--- config.mk ---
export PLATFORM = sky130hd
export DESIGN_NAME = dkim_quoted_printable_decoder
export DESIGN_NICKNAME = d
export VERILOG_FILES = /design/src/rtl/core/qpd_pkg.sv /design/src/rtl/core/dkim_quoted_printable_decoder.sv /design/src/rtl/core/qpd_front.sv /design/src/rtl/core/qpd_fifo.sv /design/src/rtl/core/qpd_back.sv
export SDC_FILE = /design/constraint.sdc
export NUM_CORES = 1
export LEC_CHECK = 0
export BUFFER_PORTS_ARGS = -buffer_cell sky130_fd_sc_hd__buf_2
export CAP_MARGIN = 15
export CORE_ASPECT_RATIO = 1.1
export CORE_MARGIN = 10
export CORE_UTILIZATION = 65
export CTS_BUF_LIST = sky130_fd_sc_hd__clkbuf_8
export CTS_CLUSTER_DIAMETER = 60
export DETAILED_ROUTE_END_ITERATION = 8
export PLACE_DENSITY = 0.92
export SYNTH_ARGS = -nofsm -noshare
export SYNTH_HDL_FRONTEND = slang
export SYNTH_SLANG_ARGS = --single-unit
--- constraint.sdc ---
create_clock -name clk_i -period 5 [get_ports clk_i]
set_input_delay 0 -clock clk_i [delete_from_list [all_inputs] [get_ports clk_i]]
set_output_delay 0 -clock clk_i [all_outputs]
set_load 0.01 [all_outputs]
--- src/rtl/core/qpd_pkg.sv ---
// Shared types, character constants and helper functions for the quoted-printable decoder.
package qpd_pkg;

  // One encoded byte of the input stream.
  typedef struct packed {
    logic [7:0] in_byte;
    logic       in_last;
  } in_item_t;

  // One decoded result.
  typedef struct packed {
    logic [7:0] out_byte;
    logic       out_valid;
    logic [1:0] err_code;
    logic       out_last;
  } out_item_t;

  typedef enum logic [1:0] {
    ERR_NONE   = 2'd0,
    ERR_HEX    = 2'd1,
    ERR_UNSAFE = 2'd2
  } err_e;

  typedef enum logic [1:0] {
    PH_NONE  = 2'd0,
    PH_EQUAL = 2'd1,
    PH_HIGH  = 2'd2
  } phase_e;

  localparam logic [7:0] CH_UNDERSCORE = 8'h5F;
  localparam logic [7:0] CH_EQUALS     = 8'h3D;
  localparam logic [7:0] CH_SPACE      = 8'h20;
  localparam logic [7:0] CH_TAB        = 8'h09;
  localparam logic [7:0] CH_CR         = 8'h0D;
  localparam logic [7:0] CH_LF         = 8'h0A;
  localparam logic [7:0] SAFE_LO_A     = 8'h21;
  localparam logic [7:0] SAFE_HI_A     = 8'h3A;
  localparam logic [7:0] SAFE_SINGLE   = 8'h3C;
  localparam logic [7:0] SAFE_LO_B     = 8'h3E;
  localparam logic [7:0] SAFE_HI_B     = 8'h7E;

  // Queue depth between the front and back parts.
  localparam int unsigned QueueDepth = 2;

  typedef struct packed {
    logic       ok;
    logic [3:0] value;
  } hex_t;

  // Uppercase hex digit decode; lowercase is not accepted.
  function automatic hex_t hex_decode(logic [7:0] b);
    hex_t h;
    h.ok    = 1'b0;
    h.value = 4'd0;
    if (b >= 8'h30 && b <= 8'h39) begin
      h.ok    = 1'b1;
      h.value = 4'(b - 8'h30);
    end else if (b >= 8'h41 && b <= 8'h46) begin
      h.ok    = 1'b1;
      h.value = 4'(b - 8'h41 + 8'd10);
    end
    return h;
  endfunction

  function automatic logic is_safe(logic [7:0] b);
    return (b >= SAFE_LO_A && b <= SAFE_HI_A) || (b == SAFE_SINGLE) ||
           (b >= SAFE_LO_B && b <= SAFE_HI_B);
  endfunction

  function automatic logic is_fws(logic [7:0] b);
    return (b == CH_SPACE) || (b == CH_TAB) || (b == CH_CR) || (b == CH_LF);
  endfunction

endpackage

--- src/rtl/core/dkim_quoted_printable_decoder.sv ---
// Top level of the DKIM quoted-printable decoder.
// The decoder takes one encoded byte per cycle and, with the output free to move, gives
// one result per cycle; a result is presented on the output once it has passed through the
// queue and the output register (the front part's decision writes it into the queue at the
// transfer edge itself, and it is then loaded into the output register once that is free).
// Each byte yields zero or one result. The two-entry queue lets input keep flowing while
// the output is stalled briefly; in_stall_o rises only once that queue is full.
// The underscore_to_space register should be written only while the decoder is idle.
module dkim_quoted_printable_decoder (
  input  logic               clk_i,
  input  logic               rst_ni,
  input  logic               cfg_we_i,
  input  logic               cfg_wdata_i,
  input  logic               in_valid_i,
  output logic               in_stall_o,
  input  qpd_pkg::in_item_t  in_data_i,
  output logic               out_valid_o,
  input  logic               out_stall_i,
  output qpd_pkg::out_item_t out_data_o
);

  logic               push, pop, full, empty;
  qpd_pkg::out_item_t push_data, head;

  assign in_stall_o = full;

  qpd_front u_front (
    .clk_i       (clk_i),
    .rst_ni      (rst_ni),
    .cfg_we_i    (cfg_we_i),
    .cfg_wdata_i (cfg_wdata_i),
    .in_valid_i  (in_valid_i),
    .in_data_i   (in_data_i),
    .full_i      (full),
    .push_o      (push),
    .push_data_o (push_data)
  );

  qpd_fifo u_fifo (
    .clk_i       (clk_i),
    .rst_ni      (rst_ni),
    .push_i      (push),
    .push_data_i (push_data),
    .pop_i       (pop),
    .full_o      (full),
    .empty_o     (empty),
    .head_o      (head)
  );

  qpd_back u_back (
    .clk_i       (clk_i),
    .rst_ni      (rst_ni),
    .empty_i     (empty),
    .head_i      (head),
    .pop_o       (pop),
    .out_valid_o (out_valid_o),
    .out_stall_i (out_stall_i),
    .out_data_o  (out_data_o)
  );

endmodule

--- src/rtl/core/qpd_front.sv ---
// Front part: accepts encoded bytes, tracks escape state and forms at most one result per byte.
module qpd_front (
  input  logic               clk_i,
  input  logic               rst_ni,
  input  logic               cfg_we_i,
  input  logic               cfg_wdata_i,
  input  logic               in_valid_i,
  input  qpd_pkg::in_item_t  in_data_i,
  input  logic               full_i,
  output logic               push_o,
  output qpd_pkg::out_item_t push_data_o
);

  logic            us_to_space_q;
  qpd_pkg::phase_e phase_q, phase_d;
  logic [3:0]      nibble_q, nibble_d;
  logic            err_seen_q, err_seen_d;
  logic            accept;
  qpd_pkg::hex_t   hex;
  qpd_pkg::err_e   err;
  logic            have_byte;
  logic [7:0]      value;

  assign accept = in_valid_i && !full_i;
  assign hex    = qpd_pkg::hex_decode(in_data_i.in_byte);

  always_comb begin
    phase_d     = phase_q;
    nibble_d    = nibble_q;
    err_seen_d  = err_seen_q;
    push_o      = 1'b0;
    push_data_o = '0;
    err         = qpd_pkg::ERR_NONE;
    have_byte   = 1'b0;
    value       = 8'd0;
    if (accept) begin
      if (err_seen_q) begin
        // The rest of the stream is discarded; only its last byte reports.
        if (in_data_i.in_last) begin
          push_o               = 1'b1;
          push_data_o.out_last = 1'b1;
          err_seen_d           = 1'b0;
          phase_d              = qpd_pkg::PH_NONE;
          nibble_d             = 4'd0;
        end
      end else begin
        case (phase_q)
          qpd_pkg::PH_EQUAL: begin
            if (!hex.ok) begin
              err = qpd_pkg::ERR_HEX;
            end else begin
              nibble_d = hex.value;
              phase_d  = qpd_pkg::PH_HIGH;
              if (in_data_i.in_last) err = qpd_pkg::ERR_HEX;
            end
          end
          qpd_pkg::PH_HIGH: begin
            if (!hex.ok) begin
              err = qpd_pkg::ERR_HEX;
            end else begin
              value     = {nibble_q, hex.value};
              have_byte = 1'b1;
              phase_d   = qpd_pkg::PH_NONE;
            end
          end
          default: begin
            if (us_to_space_q && in_data_i.in_byte == qpd_pkg::CH_UNDERSCORE) begin
              value     = qpd_pkg::CH_SPACE;
              have_byte = 1'b1;
            end else if (in_data_i.in_byte == qpd_pkg::CH_EQUALS) begin
              phase_d = qpd_pkg::PH_EQUAL;
              if (in_data_i.in_last) err = qpd_pkg::ERR_HEX;
            end else if (qpd_pkg::is_safe(in_data_i.in_byte)) begin
              value     = in_data_i.in_byte;
              have_byte = 1'b1;
            end else if (!qpd_pkg::is_fws(in_data_i.in_byte)) begin
              err = qpd_pkg::ERR_UNSAFE;
            end
          end
        endcase

        if (err != qpd_pkg::ERR_NONE) begin
          push_o               = 1'b1;
          push_data_o.err_code = err;
          push_data_o.out_last = in_data_i.in_last;
          err_seen_d           = !in_data_i.in_last;
          phase_d              = qpd_pkg::PH_NONE;
          nibble_d             = 4'd0;
        end else begin
          if (have_byte) begin
            push_o                = 1'b1;
            push_data_o.out_byte  = value;
            push_data_o.out_valid = 1'b1;
            push_data_o.out_last  = in_data_i.in_last;
          end else if (in_data_i.in_last) begin
            push_o               = 1'b1;
            push_data_o.out_last = 1'b1;
          end
          if (in_data_i.in_last) begin
            phase_d  = qpd_pkg::PH_NONE;
            nibble_d = 4'd0;
          end
        end
      end
    end
  end

  always_ff @(posedge clk_i or negedge rst_ni) begin
    if (!rst_ni) begin
      us_to_space_q <= 1'b0;
      phase_q       <= qpd_pkg::PH_NONE;
      nibble_q      <= 4'd0;
      err_seen_q    <= 1'b0;
    end else begin
      if (cfg_we_i) us_to_space_q <= cfg_wdata_i;
      phase_q    <= phase_d;
      nibble_q   <= nibble_d;
      err_seen_q <= err_seen_d;
    end
  end

endmodule

--- src/rtl/core/qpd_fifo.sv ---
// Short result queue between the front and back parts.
module qpd_fifo (
  input  logic               clk_i,
  input  logic               rst_ni,
  input  logic               push_i,
  input  qpd_pkg::out_item_t push_data_i,
  input  logic               pop_i,
  output logic               full_o,
  output logic               empty_o,
  output qpd_pkg::out_item_t head_o
);

  localparam int unsigned PtrW = (qpd_pkg::QueueDepth > 1) ? $clog2(qpd_pkg::QueueDepth) : 1;
  localparam int unsigned CntW = $clog2(qpd_pkg::QueueDepth + 1);

  qpd_pkg::out_item_t mem_q [qpd_pkg::QueueDepth];
  logic [PtrW-1:0]    wr_ptr_q, rd_ptr_q;
  logic [CntW-1:0]    count_q, count_d;
  logic               do_push, do_pop;

  assign full_o  = (count_q == CntW'(qpd_pkg::QueueDepth));
  assign empty_o = (count_q == '0);
  assign head_o  = mem_q[rd_ptr_q];
  assign do_push = push_i && !full_o;
  assign do_pop  = pop_i && !empty_o;

  always_comb begin
    count_d = count_q;
    if (do_push && !do_pop) count_d = count_q + 1'b1;
    else if (do_pop && !do_push) count_d = count_q - 1'b1;
  end

  function automatic logic [PtrW-1:0] ptr_next(logic [PtrW-1:0] p);
    if (p == PtrW'(qpd_pkg::QueueDepth - 1)) return '0;
    return p + 1'b1;
  endfunction

  always_ff @(posedge clk_i or negedge rst_ni) begin
    if (!rst_ni) begin
      wr_ptr_q <= '0;
      rd_ptr_q <= '0;
      count_q  <= '0;
    end else begin
      count_q <= count_d;
      if (do_push) wr_ptr_q <= ptr_next(wr_ptr_q);
      if (do_pop) rd_ptr_q <= ptr_next(rd_ptr_q);
    end
  end

  always_ff @(posedge clk_i) begin
    if (do_push) mem_q[wr_ptr_q] <= push_data_i;
  end

endmodule

--- src/rtl/core/qpd_back.sv ---
// Back part: output register that takes results from the queue and presents them downstream.
module qpd_back (
  input  logic               clk_i,
  input  logic               rst_ni,
  input  logic               empty_i,
  input  qpd_pkg::out_item_t head_i,
  output logic               pop_o,
  output logic               out_valid_o,
  input  logic               out_stall_i,
  output qpd_pkg::out_item_t out_data_o
);

  logic               valid_q, valid_d;
  qpd_pkg::out_item_t data_q;

  // Load a new result whenever the register is empty or its transfer completes now.
  assign pop_o = !empty_i && (!valid_q || !out_stall_i);

  always_comb begin
    valid_d = valid_q;
    if (pop_o) valid_d = 1'b1;
    else if (!out_stall_i) valid_d = 1'b0;
  end

  always_ff @(posedge clk_i or negedge rst_ni) begin
    if (!rst_ni) begin
      valid_q <= 1'b0;
    end else begin
      valid_q <= valid_d;
    end
  end

  always_ff @(posedge clk_i) begin
    if (pop_o) data_q <= head_i;
  end

  assign out_valid_o = valid_q;
  assign out_data_o  = data_q;

endmodule

== Yosys cells after proc, flatten, opt, wreduce, memory -nomap -nowiden ==
Memory sizes are Yosys's and may differ from the RTL's. A register that Yosys moved wholly into a read port is not among the register bits.
Cells that the tools add are included.
Widths: inputs -> output; s select.

* Add/sub/neg operators: 7
* $lt $le $gt $ge: 8
* Eq/ne operators: 15
* Muxes and demuxes: 69
* Reductions and logical operators: 32

{| class="wikitable"
|+ Operator list
! operator !! count
|-
| $mux 2 || 18
|-
| $mux 8 || 4
|-
| $mux 1 || 31
|-
| $eq 8x4->1 const B || 3
|-
| $eq 8x6->1 const B || 3
|-
| $ge 8x6->1 const B || 3
|-
| $mux 4 || 6
|-
| $mux 9 || 2
|-
| $le 8x6->1 const B || 2
|-
| $le 8x7->1 const B || 2
|-
| $pmux 8 s2 || 1
|-
| $mux 12 || 1
|-
| $logic_and 1x1->1 || 11
|-
| $mux 11 || 1
|-
| $mux 5 || 2
|-
| $eq 8x7->1 const B || 1
|-
| $ge 8x7->1 const B || 1
|-
| $ne 4x2->1 const B || 2
|-
| $pmux 2 s2 || 2
|-
| $sub 4x1->4 const B || 2
|-
| $logic_not 1->1 || 7
|-
| $logic_or 1x1->1 || 6
|-
| $reduce_and 6->1 || 1
|-
| $reduce_bool 3->1 || 2
|-
| other kinds (14) || 17
|}

* Bits in registers: 13
* Memory bits (writable): 24
* Bits of input ports: 15
* Output and inout bits: 14
* Logic and storage cells: 140
* Memories: 1

{| class="wikitable"
|+ Memory list
! name !! depth !! bits a word !! rd ports !! clocked after memory_dff !! write ports !! RTL line !! RTL
|-
| u_fifo.mem_q || 2 || 12 || 1 || 1 || 1 || qpd_fifo.sv:16 || <nowiki>qpd_pkg::out_item_t mem_q [qpd_pkg::QueueDepth];</nowiki>
|}

== Depth between registers and ports, before layout ==
* Depth after elaboration: 20
* Mapped depth: 12
* Depth with buffers taken out: 12

== Modules after synthesis ==
Synthesis repeated with hierarchy kept, for this count alone.

* Cell total of the unflattened synthesis: 191
* Area total of the unflattened synthesis: 2527.4 sq um

{| class="wikitable"
|+ Modules (own cells, without submodules)
! module !! instances !! cells an instance !! area each (sq um) !! sequential area each (sq um)
|-
| qpd_fifo || 1 || 56 || 1099.8 || 820.8
|-
| qpd_front || 1 || 120 || 1027.2 || 200.2
|-
| qpd_back || 1 || 15 || 400.4 || 385.4
|}

== Worst setup path after synthesis ==
OpenSTA, ideal clock, no wires.

* Path kind: reg-to-reg
* Start: reg u_front.phase_q[0]
* End: mem u_fifo.mem_q[1][0] (netlist bit), enable pin
* Setup time: 399 ps
* Arrival: 2644 ps
* Required time: 4601 ps
* Slack: 1957 ps
* Stages on the path, launching flop included: 8
* Path buffers: 1
* Period minus slack after synthesis: 3043 ps
* Path through: dfrtp_1 inv_1 ha_1 buf_6 or2b_2 o32ai_2 a211oi_1 nor3b_1

* Longest elaborated chain between the ends: 11
* Elaborated cells between the ends (all ways): 16
* Classes of those cells: eq/ne (2); mux (12); reduce/logical (2)

{| class="wikitable"
|+ Ends and longest elaborated chain
! element !! RTL line !! RTL
|-
| start, declared || qpd_front.sv:15 || <nowiki>qpd_pkg::phase_e phase_q, phase_d;</nowiki>
|-
| start signal, assigned || qpd_front.sv:111 || <nowiki>phase_q <= qpd_pkg::PH_NONE;</nowiki>
|-
| start signal, assigned || qpd_front.sv:116 || <nowiki>phase_q <= phase_d;</nowiki>
|-
| $eq 2x2->1 / $eq 2x1->1 (equally long branches) || qpd_front.sv:47 || <nowiki>case (phase_q)</nowiki>
|-
| $pmux 1 s2 / $pmux 2 s2 (equally long branches) || qpd_front.sv:47 ||
|-
| $mux 1 / $mux 2 (equally long branches) || qpd_front.sv:37 || <nowiki>if (err_seen_q) begin</nowiki>
|-
| $mux 1 / $mux 2 (equally long branches) || qpd_front.sv:36 || <nowiki>if (accept) begin</nowiki>
|-
| $mux 1 / $reduce_bool 2->1 (equally long branches) || qpd_front.sv:90, qpd_front.sv:82 ||
|-
| $mux 1 (*) || qpd_front.sv:82 || <nowiki>if (err != qpd_pkg::ERR_NONE) begin</nowiki>
|-
| $mux 1 (*) || qpd_front.sv:37 ||
|-
| $mux 1 (*) || qpd_front.sv:36 ||
|-
| $logic_and 1x1->1 (*) || qpd_fifo.sv:24 || <nowiki>assign do_push = push_i && !full_o;</nowiki>
|-
| $mux 1 (*) || qpd_fifo.sv:51 || <nowiki>if (do_push) mem_q[wr_ptr_q] <= push_data_i;</nowiki>
|-
| $mux 1 (not written as such) (*) || qpd_fifo.sv:51 ||
|-
| end, declared || qpd_fifo.sv:16 ||
|}

Every way passes the cells marked *; elsewhere a longest branch is shown, timed or not. The select of a mux whose other input is x is not followed.

== Worst setup path after layout ==
* Start: reg u_front.phase_q[0]
* End: reg u_fifo.count_q[1]

* Longest elaborated chain between the ends: 12
* Elaborated cells between the ends (all ways): 19
* Classes of those cells: eq/ne (2); mux (11); reduce/logical (6)

{| class="wikitable"
|+ Ends and longest elaborated chain
! element !! RTL line !! RTL
|-
| $eq 2x2->1 / $eq 2x1->1 (equally long branches) || qpd_front.sv:47 ||
|-
| $pmux 1 s2 / $pmux 2 s2 (equally long branches) || qpd_front.sv:47 ||
|-
| $mux 1 / $mux 2 (equally long branches) || qpd_front.sv:37 ||
|-
| $mux 1 / $mux 2 (equally long branches) || qpd_front.sv:36 ||
|-
| $mux 1 / $reduce_bool 2->1 (equally long branches) || qpd_front.sv:90, qpd_front.sv:82 ||
|-
| $mux 1 (*) || qpd_front.sv:82 ||
|-
| $mux 1 (*) || qpd_front.sv:37 ||
|-
| $mux 1 (*) || qpd_front.sv:36 ||
|-
| $logic_and 1x1->1 (*) || qpd_fifo.sv:24 ||
|-
| via u_fifo.do_push || qpd_fifo.sv:19 || <nowiki>logic do_push, do_pop;</nowiki>
|-
| $logic_not 1->1 || qpd_fifo.sv:30 || <nowiki>else if (do_pop && !do_push) count_d = count_q - 1'b1;</nowiki>
|-
| $logic_and 1x1->1 || qpd_fifo.sv:30 ||
|-
| $reduce_bool 2->1 (no line) || n/a ||
|-
| end signal, assigned || qpd_fifo.sv:44 || <nowiki>count_q <= count_d;</nowiki>
|-
| end, declared || qpd_fifo.sv:18 || <nowiki>logic [CntW-1:0] count_q, count_d;</nowiki>
|}

The timed path passes the listed nets; every way through them passes the cells marked *. The select of a mux whose other input is x is not followed.
A chain may end at the register's enable or synchronous reset.

==> results.cfg <==
[placement]
io_buffer_count = 28
place.detailed.hpwl_um = 3640
dp_slack_ns = 2.34
place_congestion = 0.935
dpl-instance-area_um2 = 2710

[sta]
rsz0062_at_grt = false
fin_ws_ns = 2.34
maxSlewHeadroom_pct = 57.1
period_needed_ns = 2.66
finalCritPeriodShare_pct = 53.1
finalClockSkew_ns = 0.00660
hold-worst-slack_ns = 0.108
setup_viol = 0
max_freq_mhz = 377
fin_tns_setup_ns = 0
worst-slew-pin-transition_ns = 0.643
slew_violations = 0
finalHoldViolCount = 0

[critical_path]
crit_type = reg -> reg
worst_setup_path_end_kind = flip-flop
cp.required_ns = 5.19
reg2reg_from = u_front.phase_q[0]
cp_max_fo = 10
r2r_cells = 10
crit_start = u_front.phase_q[0]
crit_arrival_ns = 2.85
r2r-end = u_fifo.count_q[1]
r2r_slack_ns = 2.34
cp-start-kind = flip-flop

[hold_path]
worstHoldStart = in_data_i[1]
min_to = u_front.nibble_q[0]
hold_class = in -> reg
min_path_cells = 3

[synthesis]
ys_seq_area_share_pct = 55.1
yosysUniqueCellTypes = 51
synth_edf_count = 36
ys_ff_latch = 49
syn-num-nets = 238
syn_area_um2 = 2550
ys_warn_count = 0
yosys_most_used_dff = edfxtp_1
synth_area_per_cell_um2 = 11.9
netlist_instances = 215
async_reset_ff_share_pct = 26.5

[layout]
area_growth_pct = 11.6
fin_util_pct = 76.7
nets = 273
mostFrequentLayoutCells = edfxtp_1 (36), buf_2 (28), nor2_1 (19)
drive_gt1_share_pct = 25.9
fin_area_um2 = 2850
n_fill_cell = 230
final_common_cell = edfxtp_1
antenna_cells = 0

[drt]
wire_per_inst_um = 16.8
via_per_inst = 6.12
routed_wl_um = 5050
drt_iter0_drc = 149
firstDrtPassIters = 4
vias = 1842
drc = 0
ant_nets = 0

[floorplanning]
die-area_um2 = 6830
die_w_um = 79.7
start_util_pct = 68.7
io_pins = 29
coreArea_um2 = 3710
fp-row-count = 23
fp.dieH_um = 85.7

[flow_run]
maxCapViolations = 0

[power]
ir_worst_vdd_v = 0.000203
p_leak_nw = 1.08
power_density_nw_per_um2 = 421

[clock_tree]
insertion_delay_ns = 0.30
clkTransAtPathRegs_ns = 0.09
clock_path_buffers = 2
cts_resized = 0
cts_tree = yes
htree_levels = 2
cts_buffers = 5
cts_root_buf = clkbuf_8
cts.sinks = 49

[grt]
grt_use_total_pct = 15.4
grt_max_degree = 17
grt_pass1_wl_um = 8540
grt_overflow_total = 0
grt_pass1_vias = 1786
antenna_found_initial = 0

[status]
status = complete, no violations
==> metrics by stage <==
| step | std cells | power [mW] |
|---|---|---|
| finish | 301 | 1.20 |
| global route | 301 | 1.27 |
| CTS | 301 | 1.20 |
| detailed placement | 288 | 0.976 |
| global placement | 288 | 0.954 |
| floorplan | 215 | 0.859 |
==> synthesized netlist by cell type, types with 2 or more instances <==
master	number	area share [%]
a31oi_1	5	1.2
nand3_1	7	1.4
ha_1	8	3.9
nand2b_1	2	0.49
nand4b_1	2	0.69
o2bb2ai_1	2	0.69
a21oi_2	4	1.4
a21oi_1	11	2.2
nor2b_1	3	0.74
nor2_1	19	2.8
a22oi_1	2	0.59
buf_6	4	1.8
nor3_1	4	0.78
nand2_1	8	1.2
a21o_1	3	0.88
o21ai_0	9	1.8
nand3b_1	2	0.59
inv_1	15	2.2
nand4bb_1	2	0.88
o22ai_1	6	1.5
xor2_1	2	0.69
nor3b_1	2	0.59
dfrtp_1	13	13
o21a_1	3	0.88
xnor2_1	3	1.0
edfxtp_1	36	42
a2111oi_2	2	1.2
mux2_2	13	5.7
==> where the power goes <==
group	leakage (nW)	total [mW]	internal, mW	switching (mW)
Clock	0.0445	0.228	0.0992	0.129
Combinational	0.533	0.340	0.152	0.188
Sequential	0.507	0.629	0.572	0.0577
Total	1.08	1.20	0.823	0.375
==> worst max-delay path: stages, from the launching register on <==
cell and delay (ns):
dfrtp_1 0.38, inv_1 0.07, ha_1 0.44, or2b_2 0.34
o32ai_2 0.50, a21oi_1 0.07, o21ai_0 0.17, ha_1 0.18
xor2_1 0.17, nor2_1 0.08, xor2_1 0.14
==> layout make-up <==
| cell class | instances | area (µm²) | share of cell area (%) |
|---|---|---|---|
| Sequential cell | 49 | 1410 | 49.4 |
| Multi-Input combinational cell | 143 | 1020 | 35.9 |
| Timing Repair Buffer | 35 | 205 | 7.21 |
| Clock buffer | 5 | 68.8 | 2.42 |
| Tap cell | 50 | 62.6 | 2.20 |
| Inverter | 16 | 60.1 | 2.11 |
| Clock inverter | 3 | 21.3 | 0.747 |
==> metal layers <==
metal | routed length [µm] | vias up | track usage, %
li1 | - | 873 | -
met1 | 2100 | 893 | 18.3
met2 | 2560 | 65 | 26.3
met3 | 299 | 11 | 3.55
met4 | 90 | 0 | 5.77
met5 | 0 | - | 0
==> worst max-delay path by stage <==
| stage | to | slack [ns] |
|---|---|---|
| 6_report | u_fifo.count_q[1] | 2.34 |
| 5_1_grt | u_fifo.mem_q[1][6] | 2.06 |
| 4_1_cts | u_fifo.count_q[1] | 2.34 |
| 3_5_place_dp | u_fifo.mem_q[1][4] | 2.34 |
| 3_3_place_gp | u_fifo.mem_q[1][4] | 2.48 |
| 2_1_floorplan | u_fifo.mem_q[1][0] | 1.96 |
==> registers in the layout, summed over array words and instances (netlist names) <==
| signal | cells |
|---|---|
| u_front.err_seen_q | 1 |
| u_back.out_data_o | 12 |
| u_front.us_to_space_q | 1 |
| u_front.phase_q | 2 |
| u_fifo.wr_ptr_q | 1 |
| u_fifo.mem_q | 24 |
| u_front.nibble_q | 4 |
| u_fifo.rd_ptr_q | 1 |
| u_back.out_valid_o | 1 |
| u_fifo.count_q | 2 |
==> cells by family (layout without fill, tap and decap cells) <==
logic type               after synthesis  count (layout)  synth area share, %
adder cells (fa/ha/maj)                8               8                 3.92
buffers and inverters                 23              59                 4.76
AO/OA/AOI/OAI                         58              58                 16.1
AND/OR/NAND/NOR                       58              58                 12.2
flip-flops                            49              49                 55.1
XOR/XNOR                               5               5                 1.72
multiplexers                          14              14                 6.13
==> what timing repair did <==
action | 4_1_cts | 5_1_grt
hold buffers | 5 | 0
endpoints found under the hold margin | 16 | 0
buffers inserted | 0 | 0
Power figures use the tool's default switching activity.
